===== src/rtl/rtmp_pkg.sv =====
// ----------------------------------------------------------------------------
// Recurrence term package
// Shared constants, command and status types, and the modular helper used by
// the controller and the datapath of the recurrence term block.
// ----------------------------------------------------------------------------
package rtmp_pkg;

   // Default width of the exponent that is scanned.
   localparam int INDEX_BITS_DEF = 63;

   // Modulus and arithmetic widths.
   localparam int VAL_W = 30;
   localparam int SUM_W = 62;
   localparam int PROD_W = 60;
   localparam int RES_W = 32;
   localparam int Q_W = 33;
   localparam int RSP_W = 32;
   localparam logic [VAL_W-1:0] PRIME = 30'd1000000007;

   // Barrett factor floor(2^62 / prime), for sums below 2^62.
   localparam logic [63:0] MU_FULL = (64'd1 << 62) / 64'd1000000007;
   localparam logic [Q_W-1:0] BARRETT_MU = MU_FULL[Q_W-1:0];

   // Controller states.
   typedef enum logic [3:0] {
      ST_IDLE,
      ST_BIT,
      ST_PREP,
      ST_MUL,
      ST_RED1,
      ST_RED2,
      ST_RED3,
      ST_FIX1,
      ST_FIX2,
      ST_COMMIT,
      ST_FIN
   } state_type;

   // Datapath operations.
   typedef enum logic [3:0] {
      DP_NOP,
      DP_LOAD,
      DP_PREP,
      DP_MUL,
      DP_RED1,
      DP_RED2,
      DP_RED3,
      DP_FIX1,
      DP_FIX2,
      DP_COMMIT,
      DP_OUT
   } dp_step_type;

   typedef struct packed {
      dp_step_type step;
      logic        square;
      logic [1:0]  row;
      logic [1:0]  col;
      logic [1:0]  k;
   } dp_cmd_type;

   typedef struct packed {
      logic expo_zero;
      logic expo_lsb;
   } dp_status_type;

   // One conditional subtraction of the prime.
   function automatic logic [RES_W-1:0] mod_fix(input logic [RES_W-1:0] r);
      logic [RES_W-1:0] p;
      p = RES_W'(PRIME);
      return (r >= p) ? (r - p) : r;
   endfunction

endpackage


===== src/rtl/rtmp_ctrl.sv =====
// ----------------------------------------------------------------------------
// Recurrence term controller
// Sequences the exponent bits, the 3x3 products entry by entry and the
// reduction steps, and owns the input ready and the result valid.
// ----------------------------------------------------------------------------
module rtmp_ctrl (
   input  logic                  clock,
   input  logic                  reset,
   input  logic                  req_tvalid,
   output logic                  req_tready,
   output logic                  rsp_tvalid,
   input  logic                  rsp_tready,
   input  rtmp_pkg::dp_status_type status,
   output rtmp_pkg::dp_cmd_type   cmd
);
   import rtmp_pkg::*;

   state_type  state_ff, state_in;
   logic       sq_ff, sq_in;
   logic [1:0] row_ff, row_in;
   logic [1:0] col_ff, col_in;
   logic [1:0] k_ff, k_in;
   logic       rsp_valid_ff, rsp_valid_in;

   // State and counter registers.
   always_ff @(posedge clock) begin
      if (reset) begin
         state_ff     <= ST_IDLE;
         sq_ff        <= 1'b0;
         row_ff       <= 2'd0;
         col_ff       <= 2'd0;
         k_ff         <= 2'd0;
         rsp_valid_ff <= 1'b0;
      end else begin
         state_ff     <= state_in;
         sq_ff        <= sq_in;
         row_ff       <= row_in;
         col_ff       <= col_in;
         k_ff         <= k_in;
         rsp_valid_ff <= rsp_valid_in;
      end
   end

   // Next state and datapath commands.
   always_comb begin
      state_in     = state_ff;
      sq_in        = sq_ff;
      row_in       = row_ff;
      col_in       = col_ff;
      k_in         = k_ff;
      rsp_valid_in = rsp_valid_ff & ~rsp_tready;
      cmd.step     = DP_NOP;
      cmd.square   = sq_ff;
      cmd.row      = row_ff;
      cmd.col      = col_ff;
      cmd.k        = k_ff;
      req_tready   = 1'b0;
      case (state_ff)
         ST_IDLE: begin
            req_tready = 1'b1;
            if (req_tvalid) begin
               cmd.step = DP_LOAD;
               state_in = ST_BIT;
            end
         end
         ST_BIT: begin
            if (status.expo_zero) begin
               state_in = ST_FIN;
            end else begin
               sq_in    = ~status.expo_lsb;
               state_in = ST_PREP;
            end
         end
         ST_PREP: begin
            cmd.step = DP_PREP;
            row_in   = 2'd0;
            col_in   = 2'd0;
            k_in     = 2'd0;
            state_in = ST_MUL;
         end
         ST_MUL: begin
            cmd.step = DP_MUL;
            k_in     = k_ff + 2'd1;
            if (k_ff == 2'd3) begin
               state_in = ST_RED1;
            end
         end
         ST_RED1: begin
            cmd.step = DP_RED1;
            state_in = ST_RED2;
         end
         ST_RED2: begin
            cmd.step = DP_RED2;
            state_in = ST_RED3;
         end
         ST_RED3: begin
            cmd.step = DP_RED3;
            state_in = ST_FIX1;
         end
         ST_FIX1: begin
            cmd.step = DP_FIX1;
            state_in = ST_FIX2;
         end
         ST_FIX2: begin
            // Store the entry and walk to the next one in row order.
            cmd.step = DP_FIX2;
            k_in     = 2'd0;
            state_in = ST_MUL;
            if (col_ff == 2'd2) begin
               col_in = 2'd0;
               if (row_ff == 2'd2) begin
                  row_in   = 2'd0;
                  state_in = ST_COMMIT;
               end else begin
                  row_in = row_ff + 2'd1;
               end
            end else begin
               col_in = col_ff + 2'd1;
            end
         end
         ST_COMMIT: begin
            cmd.step = DP_COMMIT;
            if (sq_ff) begin
               state_in = ST_BIT;
            end else begin
               sq_in    = 1'b1;
               state_in = ST_PREP;
            end
         end
         ST_FIN: begin
            if (!rsp_valid_ff || rsp_tready) begin
               cmd.step     = DP_OUT;
               rsp_valid_in = 1'b1;
               state_in     = ST_IDLE;
            end
         end
         default: begin
            state_in = ST_IDLE;
         end
      endcase
   end

   assign rsp_tvalid = rsp_valid_ff;

endmodule


===== config.mk =====
export PLATFORM = sky130hd
export DESIGN_NAME = rtmp_ctrl
export DESIGN_NICKNAME = d
export VERILOG_FILES = /design/src/rtl/rtmp_pkg.sv /design/src/rtl/rtmp_ctrl.sv
export SDC_FILE = /design/constraint.sdc
export NUM_CORES = 1
export LEC_CHECK = 0
export BUFFER_PORTS_ARGS = -buffer_cell sky130_fd_sc_hd__buf_2
export CAP_MARGIN = 0
export CORE_ASPECT_RATIO = 0.6
export CORE_MARGIN = 2
export CORE_UTILIZATION = 30
export DETAILED_ROUTE_END_ITERATION = 10
export PLACE_DENSITY_LB_ADDON = 0.1
export SLEW_MARGIN = 5
export SYNTH_ARGS = -nofsm -noshare
export SYNTH_HDL_FRONTEND = slang
export SYNTH_SLANG_ARGS = --single-unit

===== constraint.sdc =====
create_clock -name clock -period 3.3 [get_ports clock]
set_clock_uncertainty 0.05 [all_clocks]
set_input_delay 0.33 -clock clock [delete_from_list [all_inputs] [get_ports clock]]
set_output_delay 0.33 -clock clock [all_outputs]
set_load 0.03 [all_outputs]

==> After elaboration in Yosys (flattened, before gate mapping) <==
Index checks and enable logic that the tools add are counted.
{ "totals": {"regBits": 12, "latch_bits": 0, "mem_bits_rw": 0, "rom_bits": 0, "input_bits": 6, "output_inout_bits": 13, "elab_cells": 62, "memories": 0} }
{ "op_classes": {"n_addsub": 3, "mul": 0, "div": 0, "order_cmp": 0, "n_eq_ne": 18, "shifts": 0, "muxes": 22, "bitwise": 3, "reduce_logical": 10} }
{ "ops": {"columns": ["cell", "n"], "rows": [
  ["$pmux 4 s11", 1],
  ["$pmux 4 s10", 1],
  ["$mux 4", 7],
  ["$eq 4x3->1 const B", 4],
  ["$eq 4x4->1 const B", 3],
  ["$pmux 2 s2", 3],
  ["$ne 2x2->1 const B", 5],
  ["$eq 4x2->1 const B", 2],
  ["$mux 2", 4],
  ["$add 2x1->2 const B", 3],
  ["$eq 2x2->1 const B", 3],
  ["$reduce_bool 2->1", 3],
  ["$mux 1", 5],
  ["$eq 4x1->1 const B", 1],
  ["$logic_not 4->1", 1],
  ["$reduce_and 2->1", 2],
  ["$reduce_and 3->1", 1],
  ["$not 1->1", 2],
  ["$pmux 1 s2", 1],
  ["$reduce_or 2->1", 1],
  ["$and 1x1->1", 1],
  ["$logic_not 1->1", 1],
  ["$logic_or 1x1->1", 1]
]} }

==> Longest topological paths before layout <==
{ "depth": {"word_depth": 4, "mapped_depth": 5, "ltp_nobuf": 4} }

==> Worst setup path before layout <==
Ideal clock, no wire load.
{ "synth_timing": {"path_type": "flip-flop to output port", "from": "register state_ff[1]", "to": "output cmd[7] (netlist bit)", "arrival_time_ns": 1.600, "slack_ns": 1.320, "stages_incl_launch_ff": 6, "path_cell_list": "dfxtp_1 or2_1 clkbuf_2 nor3b_1 a21oi_1 o21ai_0"} }
{ "synth_rtl": {"columns": ["item", "line", "text"], "rows": [
  ["start, declared", "rtmp_ctrl.sv:18", "state_type state_ff, state_in;"],
  ["start signal, assigned", "rtmp_ctrl.sv:35", "state_ff <= state_in;"],
  ["end, declared", "rtmp_ctrl.sv:14", "output rtmp_pkg::dp_cmd_type cmd"]
]} }

==> results.txt <==
hold_buf cts = 0
Final Instance Area = 873.3 sq um
slew margin rel. = 0.6084
compound-gate portion of the synthesized area = 0.1607
Synth Instances = 89
post-layout min period = 2.131 ns
DRT iter0 DRCs = 31
most area-consuming cells after synthesis = dfxtp_1, nand2b_1, nand4bb_1
row count = 13
CP Data Arrival Time = 1.75 ns
path type of the worst min-delay path = input port to flip-flop
final hold vios = 0
Worst EP required = 2.92 ns
Final nets = 111
post-cts resize count = 0
Placement Cell Area = 818.3 sq um
WS Path Type = flip-flop to output pin
Slew @ Worst Pin = 0.5867 ns
crit-path max FO = 14
count leader, synth = dfxtp_1
die width = 68.10 microns
initial antenna violation count = 0
adder-cell share of the synthesized area = 0.01692
Setup crit end = cmd[7]
Max Cap Viol = 0
vias in the first global route = 560
crit path launch = state_ff[1]$_SDFFE_PP0P_
largest net degree at the start of global routing = 19
main combinational cell family by area after synthesis = simple AND/OR/NAND/NOR gates
Routed Antenna Nets = 0
fraction of layout cells with a size suffix above 1 = 0.2427
first-pass GRT wire length = 2.746 mm
Synth Area in Simple Gates = 0.3655
Peak Freq = 0.4692 GHz
synthesized area per cell = 8.309 sq um
WL final = 1.644 mm
Hold Startpoint = status[0]
top-area cell type share of the netlist area = 0.3249
WHS = 0.3397 ns
clk sink count = 12
synthesized netlist net count = 96
Post-synth EDFFs = 0
setup_tns = 0 ns
IO Count = 19
htree depth = 1
reg2reg start = state_ff[3]$_SDFFE_PP0P_
r2r endpoint = row_ff[0]$_SDFFE_PP0P_
flop2flop setup slack = 1.45 ns
drt first pass iters = 4
Placer Congestion = 0.7593
Yosys top cell by area = dfxtp_1
non-filler cells, final = 133
Synth cell types = 37
hpwl dp = 1.156 mm
starting density of the core = 0.3294
Crit. End Element = output pin
post-synthesis mux area share = 0.01354
Post-Synth XOR/XNOR Area = 0.04738
via count of the routed design = 665
Antenna diodes = 0
total core area = 2245 sq um
kind of start point of the critical path = flip-flop
Synthesis Warnings = 0
Mapped Area = 739.5 sq um
final core utilization = 0.3891
post-placement cell count = 129
root buffer cell = clkbuf_8
grt ovf = 0
worst hold stages = 3
leakage = 0.3446 nW
status = finished, final reports clean
#FFs+latches synth = 12
port bufs = 18
Worst IR Drop VDD = 0.3036 mV
Overall Global Routing Usage = 0.1271
CTS tree = built
Final Max Slew Viols = 0
Seq/Total Area, Yosys = 0.3249
Worst-path clk slew = 0.05 ns
most frequent cells after synthesis = dfxtp_1, nand2_1, a21oi_1, nand2b_1, nor2_1
FFs w/ async S/R, synth = 0
routed vias/inst = 5.000
most used flip-flop cell after synthesis = dfxtp_1
Final setup viols = 0
drt drc = 0
Die Footprint = 2891 sq um
Tcrit/Tclk final = 0.6458
Max clock buf depth = 2
Die H = 42.46 microns
TritonCTS Buffers = 3
Clock Latency Late Sink = 0.24 ns
Reg2Reg Depth = 4
RSZ-0062 raised after global routing = false
drt wl/cell = 12.36 microns
PwrDens = 743.6 nW/um^2
Setup Buffers After CTS = 0
Area Overhead vs Synth = 18.10%
layer usage:
layer	wire length (microns)	track usage	share of wire	vias up
li1	-	-	-	343
met3	87	0.05645	0.053	2
met5	0	0	0	-
met4	8	0.01200	0.0049	0
met1	865	0.1945	0.53	310
met2	683	0.1650	0.42	10
worst max-delay path: stages, from the launching register on:
cell	delay [ns]
dfxtp_1	0.47
or2_1	0.39
nor3b_1	0.22
a21oi_1	0.06
o21ai_0	0.15
buf_2	0.22
where the power goes:
group,internal (mW),switching (mW)
sequential,0.166,0.0658
combinational,0.103,0.156
clock,0.105,0.0540
logic make-up after synthesis:
family,count (synthesis)
AND/OR/NAND/NOR,42
AO/OA/AOI/OAI,20
flip-flops,12
buffers and inverters,9
XOR/XNOR,4
multiplexers,1
adder cells (fa/ha/maj),1
worst min path at each step:
stage	end	slack (ns)
after CTS	sq_ff$_SDFFE_PP0P_	0.34
after global routing	sq_ff$_SDFFE_PP0P_	0.36
after floorplan	col_ff[1]$_SDFFE_PP0N_	0.36
after global placement	row_ff[0]$_SDFFE_PP0P_	0.43
after detailed placement	row_ff[1]$_SDFFE_PP0P_	0.44
final	sq_ff$_SDFFE_PP0P_	0.34
final cells by class:
type | count | area, sq um
tap | 30 | 37.54
sequential | 12 | 240.2
inverter | 1 | 3.754
clock buffer | 4 | 55.05
fill | 241 | 1371
multi-input combinational | 68 | 446.7
timing repair buffer | 18 | 90.09
stage by stage:
step / power (mW) / worst slack, ns
2_1_floorplan: 0.4494 / 1.320
3_3_place_gp: 0.4904 / 1.486
3_5_place_dp: 0.4921 / 1.432
4_1_cts: 0.6565 / 1.161
5_1_grt: 0.7041 / 0.9968
6_report: 0.6494 / 1.169
layout by cell type, fill, tap and decap left out, types with 2 or more instances in the layout:
| cell type | instances |
|---|---|
| nand2_1 | 8 |
| nor3b_1 | 2 |
| clkbuf_8 | 4 |
| dfxtp_1 | 12 |
| nor2_1 | 6 |
| buf_2 | 18 |
| nand2b_1 | 6 |
| a31oi_1 | 4 |
| xor2_1 | 2 |
| nand4bb_1 | 3 |
| o21ai_0 | 3 |
| xnor2_1 | 2 |
| or4b_1 | 2 |
| nor2b_1 | 2 |
| nor3_1 | 5 |
| a21oi_1 | 6 |
flip-flops by register name (all words and copies together), names as in the netlist:
| name | flops |
|---|---|
| row_ff | 2 |
| k_ff | 2 |
| col_ff | 2 |
| sq_ff | 1 |
| state_ff | 4 |
| rsp_tvalid | 1 |
Note: power is estimated with default switching activity, not from simulation.
